--- config.mk ---
export PLATFORM = sky130hd
export DESIGN_NAME = box_overlap_ratio_top
export DESIGN_NICKNAME = d
export VERILOG_FILES = /design/src/design/bor_pkg.sv /design/src/design/bor_area.sv /design/src/design/bor_div.sv /design/src/design/box_overlap_ratio_top.sv
export SDC_FILE = /design/constraint.sdc
export NUM_CORES = 2
export LEC_CHECK = 0
export ABC_CLOCK_PERIOD_IN_PS = 19500
export BUFFER_PORTS_ARGS = -buffer_cell sky130_fd_sc_hd__buf_4
export CORE_ASPECT_RATIO = 1.25
export CORE_MARGIN = 1.5
export CORE_UTILIZATION = 35
export DETAILED_ROUTE_END_ITERATION = 16
export GPL_TIMING_DRIVEN = 0
export PLACE_DENSITY = 0.47
export RECOVER_POWER = 25
export SYNTH_ARGS = -nofsm -noshare
export SYNTH_HDL_FRONTEND = slang
export SYNTH_SLANG_ARGS = --single-unit
export TNS_END_PERCENT = 30
--- constraint.sdc ---
create_clock -name aclk -period 19.5 [get_ports aclk]
set_clock_uncertainty 0.2 [all_clocks]
set_input_delay 0.975 -clock aclk [delete_from_list [all_inputs] [get_ports aclk]]
set_output_delay 0.975 -clock aclk [all_outputs]
set_load 0.02 [all_outputs]
--- src/design/bor_pkg.sv ---
package bor_pkg;

    localparam int COORD_BITS = 12;
    localparam int FRAC_BITS  = 16;
    localparam int AREA_BITS  = 2 * COORD_BITS;
    localparam int UNI_BITS   = AREA_BITS + 1;
    localparam int REM_BITS   = AREA_BITS + 2;
    localparam int RATIO_BITS = FRAC_BITS + 1;
    localparam int DIV_STAGES = FRAC_BITS + 1;

    typedef struct packed {
        logic [COORD_BITS-1:0] first_left;
        logic [COORD_BITS-1:0] first_top;
        logic [COORD_BITS-1:0] first_width;
        logic [COORD_BITS-1:0] first_height;
        logic [COORD_BITS-1:0] second_left;
        logic [COORD_BITS-1:0] second_top;
        logic [COORD_BITS-1:0] second_width;
        logic [COORD_BITS-1:0] second_height;
    } in_t;

    typedef struct packed {
        logic [RATIO_BITS-1:0] ratio_q16;
        logic                  overlaps;
    } out_t;

    // Handoff from the area pipeline to the divider.
    typedef struct packed {
        logic                 overlaps;
        logic [AREA_BITS-1:0] inter;
        logic [UNI_BITS-1:0]  uni;
    } area_t;

endpackage

--- src/design/bor_area.sv ---
module bor_area (
    input  logic           aclk,
    input  logic           aresetn,
    input  logic           in_valid,
    output logic           in_ready,
    input  bor_pkg::in_t   in_item,
    output logic           out_valid,
    input  logic           out_ready,
    output bor_pkg::area_t out_item
);
    import bor_pkg::*;

    // Stage A: overlap extents
    logic                  a_vld_reg;
    logic                  a_ovl_reg;
    logic [COORD_BITS-1:0] a_ow_reg, a_oh_reg;
    logic [COORD_BITS-1:0] a_w1_reg, a_h1_reg, a_w2_reg, a_h2_reg;
    // Stage B: products
    logic                  b_vld_reg;
    logic                  b_ovl_reg;
    logic [AREA_BITS-1:0]  b_inter_reg, b_a1_reg, b_a2_reg;
    // Stage C: union
    logic                  c_vld_reg;
    area_t                 c_item_reg;

    logic a_rdy, b_rdy, c_rdy;

    logic [COORD_BITS:0]   r1, r2, b1, b2, min_r, min_b;
    logic [COORD_BITS-1:0] max_l, max_t;
    logic [COORD_BITS+1:0] ow_s, oh_s;
    logic                  ovl_next;
    area_t                 c_item_next;
    logic [UNI_BITS-1:0]   uni_sum;

    assign c_rdy    = !c_vld_reg || out_ready;
    assign b_rdy    = !b_vld_reg || c_rdy;
    assign a_rdy    = !a_vld_reg || b_rdy;
    assign in_ready = a_rdy;

    always_comb begin
        r1    = {1'b0, in_item.first_left}  + {1'b0, in_item.first_width};
        r2    = {1'b0, in_item.second_left} + {1'b0, in_item.second_width};
        b1    = {1'b0, in_item.first_top}   + {1'b0, in_item.first_height};
        b2    = {1'b0, in_item.second_top}  + {1'b0, in_item.second_height};
        min_r = (r1 < r2) ? r1 : r2;
        min_b = (b1 < b2) ? b1 : b2;
        max_l = (in_item.first_left > in_item.second_left) ?
                in_item.first_left : in_item.second_left;
        max_t = (in_item.first_top > in_item.second_top) ?
                in_item.first_top : in_item.second_top;
        ow_s  = {1'b0, min_r} - {2'b00, max_l};
        oh_s  = {1'b0, min_b} - {2'b00, max_t};
        // positive when sign clear and nonzero; then it is at most min width
        ovl_next = !ow_s[COORD_BITS+1] && (ow_s != '0) &&
                   !oh_s[COORD_BITS+1] && (oh_s != '0);
    end

    always_comb begin
        uni_sum = UNI_BITS'(b_a1_reg) + UNI_BITS'(b_a2_reg) - UNI_BITS'(b_inter_reg);
        c_item_next.overlaps = b_ovl_reg;
        if (b_ovl_reg) begin
            c_item_next.inter = b_inter_reg;
            c_item_next.uni   = uni_sum;
        end else begin
            // 0 / 1 gives a zero ratio without a special case in the divider
            c_item_next.inter = '0;
            c_item_next.uni   = UNI_BITS'(1);
        end
    end

    always_ff @(posedge aclk) begin
        if (!aresetn) begin
            a_vld_reg <= 1'b0;
            b_vld_reg <= 1'b0;
            c_vld_reg <= 1'b0;
        end else begin
            if (a_rdy) a_vld_reg <= in_valid;
            if (b_rdy) b_vld_reg <= a_vld_reg;
            if (c_rdy) c_vld_reg <= b_vld_reg;
        end
    end

    always_ff @(posedge aclk) begin
        if (a_rdy) begin
            a_ovl_reg <= ovl_next;
            a_ow_reg  <= ow_s[COORD_BITS-1:0];
            a_oh_reg  <= oh_s[COORD_BITS-1:0];
            a_w1_reg  <= in_item.first_width;
            a_h1_reg  <= in_item.first_height;
            a_w2_reg  <= in_item.second_width;
            a_h2_reg  <= in_item.second_height;
        end
        if (b_rdy) begin
            b_ovl_reg   <= a_ovl_reg;
            b_inter_reg <= AREA_BITS'(a_ow_reg) * AREA_BITS'(a_oh_reg);
            b_a1_reg    <= AREA_BITS'(a_w1_reg) * AREA_BITS'(a_h1_reg);
            b_a2_reg    <= AREA_BITS'(a_w2_reg) * AREA_BITS'(a_h2_reg);
        end
        if (c_rdy) begin
            c_item_reg <= c_item_next;
        end
    end

    assign out_valid = c_vld_reg;
    assign out_item  = c_item_reg;

endmodule

--- src/design/bor_div.sv ---
module bor_div (
    input  logic           aclk,
    input  logic           aresetn,
    input  logic           in_valid,
    output logic           in_ready,
    input  bor_pkg::area_t in_item,
    output logic           out_valid,
    input  logic           out_ready,
    output bor_pkg::out_t  out_item
);
    import bor_pkg::*;

    // One restoring-division step per stage, quotient MSB first.
    logic                  vld_reg  [DIV_STAGES];
    logic                  ovl_reg  [DIV_STAGES];
    logic [REM_BITS-1:0]   rem_reg  [DIV_STAGES];
    logic [UNI_BITS-1:0]   uni_reg  [DIV_STAGES];
    logic [RATIO_BITS-1:0] quot_reg [DIV_STAGES];

    logic [REM_BITS-1:0]   src_rem   [DIV_STAGES];
    logic [UNI_BITS-1:0]   src_uni   [DIV_STAGES];
    logic [RATIO_BITS-1:0] src_quot  [DIV_STAGES];
    logic                  src_ovl   [DIV_STAGES];
    logic                  src_vld   [DIV_STAGES];
    logic                  ge        [DIV_STAGES];
    logic [REM_BITS-1:0]   rem_next  [DIV_STAGES];
    logic [RATIO_BITS-1:0] quot_next [DIV_STAGES];
    logic                  rdy       [DIV_STAGES+1];

    always_comb begin
        src_rem[0]  = REM_BITS'(in_item.inter);
        src_uni[0]  = in_item.uni;
        src_quot[0] = '0;
        src_ovl[0]  = in_item.overlaps;
        src_vld[0]  = in_valid;
        for (int i = 1; i < DIV_STAGES; i++) begin
            // remainder stays below the divisor, so the shift never overflows
            src_rem[i]  = {rem_reg[i-1][REM_BITS-2:0], 1'b0};
            src_uni[i]  = uni_reg[i-1];
            src_quot[i] = quot_reg[i-1];
            src_ovl[i]  = ovl_reg[i-1];
            src_vld[i]  = vld_reg[i-1];
        end
        for (int i = 0; i < DIV_STAGES; i++) begin
            ge[i]        = src_rem[i] >= REM_BITS'(src_uni[i]);
            rem_next[i]  = ge[i] ? (src_rem[i] - REM_BITS'(src_uni[i])) : src_rem[i];
            quot_next[i] = {src_quot[i][RATIO_BITS-2:0], ge[i]};
        end
        rdy[DIV_STAGES] = out_ready;
        for (int i = DIV_STAGES - 1; i >= 0; i--) begin
            rdy[i] = !vld_reg[i] || rdy[i+1];
        end
    end

    always_ff @(posedge aclk) begin
        if (!aresetn) begin
            for (int i = 0; i < DIV_STAGES; i++) begin
                vld_reg[i] <= 1'b0;
            end
        end else begin
            for (int i = 0; i < DIV_STAGES; i++) begin
                if (rdy[i]) vld_reg[i] <= src_vld[i];
            end
        end
    end

    always_ff @(posedge aclk) begin
        for (int i = 0; i < DIV_STAGES; i++) begin
            if (rdy[i]) begin
                ovl_reg[i]  <= src_ovl[i];
                rem_reg[i]  <= rem_next[i];
                uni_reg[i]  <= src_uni[i];
                quot_reg[i] <= quot_next[i];
            end
        end
    end

    assign in_ready           = rdy[0];
    assign out_valid          = vld_reg[DIV_STAGES-1];
    assign out_item.ratio_q16 = quot_reg[DIV_STAGES-1];
    assign out_item.overlaps  = ovl_reg[DIV_STAGES-1];

endmodule

--- src/design/box_overlap_ratio_top.sv ---
// Intersection over union of two axis-aligned rectangles. Each input item
// carries two rectangles as left/top/width/height (12-bit unsigned); each
// result item gives the overlap area over the union area as unsigned Q0.16,
// truncated toward zero (65536 = identical boxes), plus an overlaps flag.
// Boxes that only touch, miss each other or have zero size give ratio 0 and
// overlaps 0. The block is a 20-stage pipeline: three stages for the overlap
// extents, the three area multipliers and the union sum, then a 17-stage
// restoring divider that resolves one quotient bit per stage. It takes one
// item per cycle while the output is not stalled. Each stage holds its item
// until the next stage frees up, so back-pressure fills bubbles first and
// only then reaches s_ready; no item is lost or repeated.
module box_overlap_ratio_top (
    input  logic          aclk,
    input  logic          aresetn,
    input  logic          s_valid,
    output logic          s_ready,
    input  bor_pkg::in_t  s_item,
    output logic          m_valid,
    input  logic          m_ready,
    output bor_pkg::out_t m_item
);
    import bor_pkg::*;

    logic  area_valid;
    logic  area_ready;
    area_t area_item;

    // overlap extents, areas and union
    bor_area u_area (
        .aclk      (aclk),
        .aresetn   (aresetn),
        .in_valid  (s_valid),
        .in_ready  (s_ready),
        .in_item   (s_item),
        .out_valid (area_valid),
        .out_ready (area_ready),
        .out_item  (area_item)
    );

    // inter * 2^16 / union, last stage drives the result port directly
    bor_div u_div (
        .aclk      (aclk),
        .aresetn   (aresetn),
        .in_valid  (area_valid),
        .in_ready  (area_ready),
        .in_item   (area_item),
        .out_valid (m_valid),
        .out_ready (m_ready),
        .out_item  (m_item)
    );

endmodule

* Word-level counts from Yosys, hierarchy flattened
Memory sizes are Yosys's and may differ from the RTL's. Index checks and enable logic that the tools add are counted.
Operators by class: reduce and logical (&&, ||, !) cells 47, muxes and demuxes 107, $lt $le $gt $ge 21, bitwise gates (word level) 17, multiply operators 3, $add $sub $neg 25
Operators with widths (count):
- $mux W26 | 17
- $ge A26 B25 Y1 | 16
- $sub A26 B25 Y26 | 16
- $mux W1 | 86
- $mul A12 B12 Y24 | 3
- $add A12 B12 Y13 | 4
- $reduce_bool A14 Y1 | 2
- $sub A13 B12 Y14 | 2
- $lt A13 B13 Y1 | 2
- $mux W13 | 2
- $sub A24 B25 Y26 | 1
- $add A24 B24 Y25 | 1
- $ge A24 B25 Y1 | 1
- $sub A25 B24 Y25 | 1
- $gt A12 B12 Y1 | 2
- $mux W12 | 2
- $logic_not A1 Y1 | 22
- $logic_or A1 B1 Y1 | 20
- $or A1 B1 Y1 | 17
- $logic_and A1 B1 Y1 | 3
Storage, ports and cells: memories 5, output and inout bits 20, bits in writable memories 1190, flip-flop bits (word level) 199, input port bits 100
Memories:
- u_div.rem_reg | depth 17, bits a word 26, rd ports 16, clocked after Yosys merged registers in 0, write ports 17, line bor_div.sv:16 | logic [REM_BITS-1:0] rem_reg [DIV_STAGES];
- u_div.uni_reg | depth 17, bits a word 25, rd ports 16, clocked after Yosys merged registers in 0, write ports 17, line bor_div.sv:17 | logic [UNI_BITS-1:0] uni_reg [DIV_STAGES];
- u_div.quot_reg | depth 17, bits a word 17, rd ports 17, clocked after Yosys merged registers in 0, write ports 17, line bor_div.sv:18 | logic [RATIO_BITS-1:0] quot_reg [DIV_STAGES];
- u_div.ovl_reg | depth 17, bits a word 1, rd ports 17, clocked after Yosys merged registers in 0, write ports 17, line bor_div.sv:15 | logic ovl_reg [DIV_STAGES];
- u_div.vld_reg | depth 17, bits a word 1, rd ports 17, clocked after Yosys merged registers in 0, write ports 17, line bor_div.sv:14 | logic vld_reg [DIV_STAGES];

* Logic depth before layout (Yosys ltp)
An unclocked memory read counts as a cell.
depth in word-level cells 23, mapped depth 32, gate-level depth less buffers 31

* Modules after synthesis
Synthesis repeated with hierarchy kept, for this count alone.
Second synthesis, totals: cells, all modules 7530, area total of the unflattened synthesis 81624.5 um^2
By module, submodules not included:
- bor_div | sequential area each 29638.4 um^2, area an instance 55373.1 um^2, cells each 4799, times used 1
- bor_area | sequential area each 5945.7 um^2, area an instance 26251.4 um^2, cells each 2731, times used 1

* Worst setup path after synthesis
OpenSTA, ideal clock, no wires.
path type input to output, start point input m_ready, end point output s_ready, arrival time 7.055 ns, data required time 18.325 ns, stages 12, path slack 11.270 ns, cells stage by stage nor2b_1 -> and2_1 -> inv_1 -> nor2_1 -> and2_1 -> inv_1 -> nor2_1 -> and3_1 -> and3_1 -> clkbuf_1 -> and3_1 -> nand2_1
RTL lines:
- from (decl) | line box_overlap_ratio_top.sv:19 | input logic m_ready,
- to (decl) | line box_overlap_ratio_top.sv:16 | output logic s_ready,

* Worst setup path in the final report
start point input s_item[12] (netlist name), end point register u_area.a_ovl_reg, data pin
Between the ends: word-level cells in the longest chain between the ends 8
RTL lines:
- from (decl) | line box_overlap_ratio_top.sv:17 | input bor_pkg::in_t s_item,
- $add A12 B12 Y13 (*) | line bor_area.sv:42 | r2 = {1'b0, in_item.second_left} + {1'b0, in_item.second_width};
- $lt A13 B13 Y1 | line bor_area.sv:45 | min_r = (r1 < r2) ? r1 : r2;
- $mux W13 (*) | line bor_area.sv:45
- $sub A13 B12 Y14 (*) | line bor_area.sv:51 | ow_s = {1'b0, min_r} - {2'b00, max_l};
- net u_area.ow_s[4] | line bor_area.sv:30 | logic [COORD_BITS+1:0] ow_s, oh_s;
- $reduce_bool A14 Y1 (*) | line bor_area.sv:54 | ovl_next = !ow_s[COORD_BITS+1] && (ow_s != '0) &&
- $logic_and A1 B1 Y1 (*) (2 in series) | line bor_area.sv:54
- $logic_and A1 B1 Y1 (*) | line bor_area.sv:55 | !oh_s[COORD_BITS+1] && (oh_s != '0);
- net u_area.ovl_next | line bor_area.sv:31 | logic ovl_next;
- to (signal assigned) | line bor_area.sv:85 | a_ovl_reg <= ovl_next;
- to (decl) | line bor_area.sv:15 | logic a_ovl_reg;
The timed path passes the listed nets; every way through them passes the cells marked *. A chain may end at the register's enable or synchronous reset.

==> flow_metrics.env <==
export IMPL_status="finished clean"
export IMPL_synth_edf_count=1183
export IMPL_crit_type="input port to flop"
export IMPL_insertion_delay_ns=0.81
export IMPL_fp_coreArea_mm2=0.230
export IMPL_fp_dieArea_mm2=0.234
export IMPL_cp_data_required_time_ns=19.79
export IMPL_setup_tns_ns=0
export IMPL_crit_arrival_ns=8.45
export IMPL_holdPathEnd="u_div.quot_reg[0][124]"
export IMPL_post_cts_resized=0
export IMPL_cts_made_buffers=142
export IMPL_grt_pass1_vias=55935
export IMPL_grt_max_degree=70
export IMPL_min_period_ns=8.15
export IMPL_fp_dieH_um=541
export IMPL_grt_pass1_wl_um=333000
export IMPL_synthArstFlopShare_pct=0
export IMPL_avgSynthCellArea_um2=11.0
export IMPL_floorplan_initialDensity_pct=35.2
export IMPL_clk_pin_slew_ns=0.06
export IMPL_synth_cells=7377
export IMPL_nFillCells=22494
export IMPL_period_share_pct=41.8
export IMPL_min_from="u_div.quot_reg[0][106]"
export IMPL_rsz0062_at_grt="false"
export IMPL_ys_warn_count=0
export IMPL_htreeDepth=4
export IMPL_clock_fmax_mhz=123
export IMPL_r2r_cells=20
export IMPL_first_iter_violations=2582
export IMPL_overflow=0
export IMPL_drive_gt1_share_pct=8.13
export IMPL_pin_count=120
export IMPL_synth_seq_cells=1186
export IMPL_synth_seq_area_share_pct=44.0
export IMPL_netlist_cell_type_count=88
export IMPL_vias=53746
export IMPL_startpoint_type="input port"
export IMPL_slowest_stage="a2111oi_0"
export IMPL_cap_violations=0
export IMPL_clockRootBuffer="clkbuf_16"
export IMPL_mostFrequentLayoutCells="1183 x edfxtp_1, 1058 x inv_1, 754 x ha_1"
export IMPL_antenna_found_initial=6
export IMPL_dp_cells=10601
export IMPL_clk_path_buf_depth=4
export IMPL_final_common_cell="edfxtp_1"
export IMPL_cts_hold_buf=0
export IMPL_avgViaCountPerCell=4.96
export IMPL_layoutNonFillerInstCount=10846
export IMPL_cpPeakStageDelay_ns=0.60
export IMPL_drtPass1Iterations=5
export IMPL_slew_violations=0
export IMPL_hp_class="flop to flop"
export IMPL_cts_tree="built"
export IMPL_synth_nets=8577
export IMPL_ant_nets=0
export IMPL_r2r_start="u_area.a_w2_reg[3]"
export IMPL_numPortBuffers=118
export IMPL_path_buf_inv=4
export IMPL_finalWirelength_um=219000
export IMPL_yosys_most_used_dff="edfxtp_1"
export IMPL_dpl_hpwl_um=178000
export IMPL_setup_viol_count_final=0
export IMPL_grt_total_usage_pct=18.6
export IMPL_nNetsFinal=8862
export IMPL_area_growth_pct=11.8
export IMPL_gp_congestion=0.865
export IMPL_crit_fanout=10
export IMPL_routedWlPerCell_um=20.2
export IMPL_die_width_um=433
export IMPL_cp_end_kind="flop"
export IMPL_drc=0
export IMPL_cp_top_family="compound AO/OA/AOI/OAI gates"
export IMPL_r2r_end="u_area.b_a2_reg[23]"
export IMPL_r2r_slack_ns=12.57
export IMPL_rows=197
export IMPL_tightest_slew_ns=1.15
export IMPL_utilization_pct=39.3
export IMPL_netlist_area_mm2=0.0809
export IMPL_min_path_cells=0
export IMPL_post_cts_setup_buffers=0
export IMPL_relSlewSlack_pct=21.0
export IMPL_hold_viol_final=0
export IMPL_clkSinkCount=1186
==> cells in the mapped netlist (57+ instances only) <==
cell type | instances | area [µm²]
xor2_1 | 150 | 1310
o21ai_0 | 258 | 1290
and2_1 | 209 | 1310
xnor2_1 | 304 | 2660
edfxtp_1 | 1183 | 35500
mux2_2 | 238 | 2680
nand2_1 | 568 | 2130
nand3_1 | 104 | 521
a21o_1 | 198 | 1490
nand4_1 | 57 | 357
nor2_1 | 380 | 1430
ha_1 | 754 | 9430
clkbuf_1 | 112 | 420
fa_1 | 346 | 6930
nor2b_1 | 85 | 532
nand2b_1 | 82 | 513
nor3_1 | 123 | 616
o21a_1 | 78 | 586
a21oi_1 | 440 | 2200
inv_1 | 1068 | 4010
==> stage by stage <==
| stage | setup WS [ns] | instance area, µm² | hold WS, ns |
|---|---|---|---|
| finish | 11.35 | 90500 | 0.199 |
| global route | 10.92 | 90500 | 0.201 |
| CTS | 11.44 | 90700 | 0.106 |
| detailed placement | 10.61 | 86300 | 0.205 |
| global placement | 6.98 | 85700 | 0.201 |
| floorplan | 11.27 | 80900 | 0.200 |
==> final cells by class <==
| type | count | area, µm² | share of cell area, % |
|---|---|---|---|
| Clock buffer | 160 | 3660 | 4.05 |
| Sequential cell | 1186 | 35600 | 39.3 |
| Tap cell | 3084 | 3860 | 4.26 |
| Antenna cell | 3 | 7.51 | 0.00830 |
| Clock inverter | 81 | 732 | 0.809 |
| Inverter | 1069 | 4030 | 4.45 |
| Timing Repair Buffer | 141 | 1220 | 1.35 |
| Multi-Input combinational cell | 4976 | 40800 | 45.1 |
| Buffer | 146 | 613 | 0.677 |
==> metal layers <==
metal | part of all wire, % | global-route usage, % | vias to the layer above
met5 | 0 | 0 | -
met4 | 4.1 | 7.25 | 0
met3 | 2.4 | 1.66 | 357
met2 | 54 | 35.6 | 800
met1 | 40 | 20.9 | 26248
li1 | - | - | 26341
==> logic make-up (layout without fill, tap and decap cells) <==
logic type / after synthesis / after routing / share of synthesized area (%)
XOR/XNOR: 454 / 454 / 4.91
flip-flops: 1186 / 1186 / 44.0
multiplexers: 283 / 283 / 3.87
adder cells (fa/ha/maj): 1100 / 1100 / 20.2
buffers and inverters: 1215 / 1597 / 5.72
other: 0 / 3 / 0
AND/OR/NAND/NOR: 1793 / 1793 / 10.7
AO/OA/AOI/OAI: 1346 / 1346 / 10.6
==> worst reg2reg max path, stage by stage, from the launching register on <==
cell and delay (ns):
edfxtp_1 0.55, clkbuf_1 0.56, nand2_1 0.18, fa_1 0.56
inv_1 0.04, ha_1 0.18, fa_1 0.48, inv_1 0.05
fa_1 0.51, fa_1 0.51, inv_1 0.05, ha_1 0.32
o21ai_0 0.13, o21ai_0 0.34, nand2_1 0.16, o211ai_1 0.34
nand3_1 0.19, and3_1 0.21, o41ai_1 0.33, a21oi_1 0.12
xor2_1 0.58
==> worst max path at each step <==
| stage | startpoint | endpoint | cells past startpoint | slack (ns) |
|---|---|---|---|---|
| floorplan | m_ready | s_ready | 12 | 11.27 |
| CTS | s_item[12] | u_area.a_ovl_reg | 29 | 11.44 |
| global placement | m_ready | s_ready | 14 | 6.98 |
| global route | s_item[12] | u_area.a_ovl_reg | 29 | 10.92 |
| detailed placement | s_item[12] | u_area.a_ovl_reg | 29 | 10.61 |
| finish | s_item[12] | u_area.a_ovl_reg | 29 | 11.35 |
Power is not shown: default switching activity piles up to over one toggle a cycle in this logic, so the estimate is an artifact.
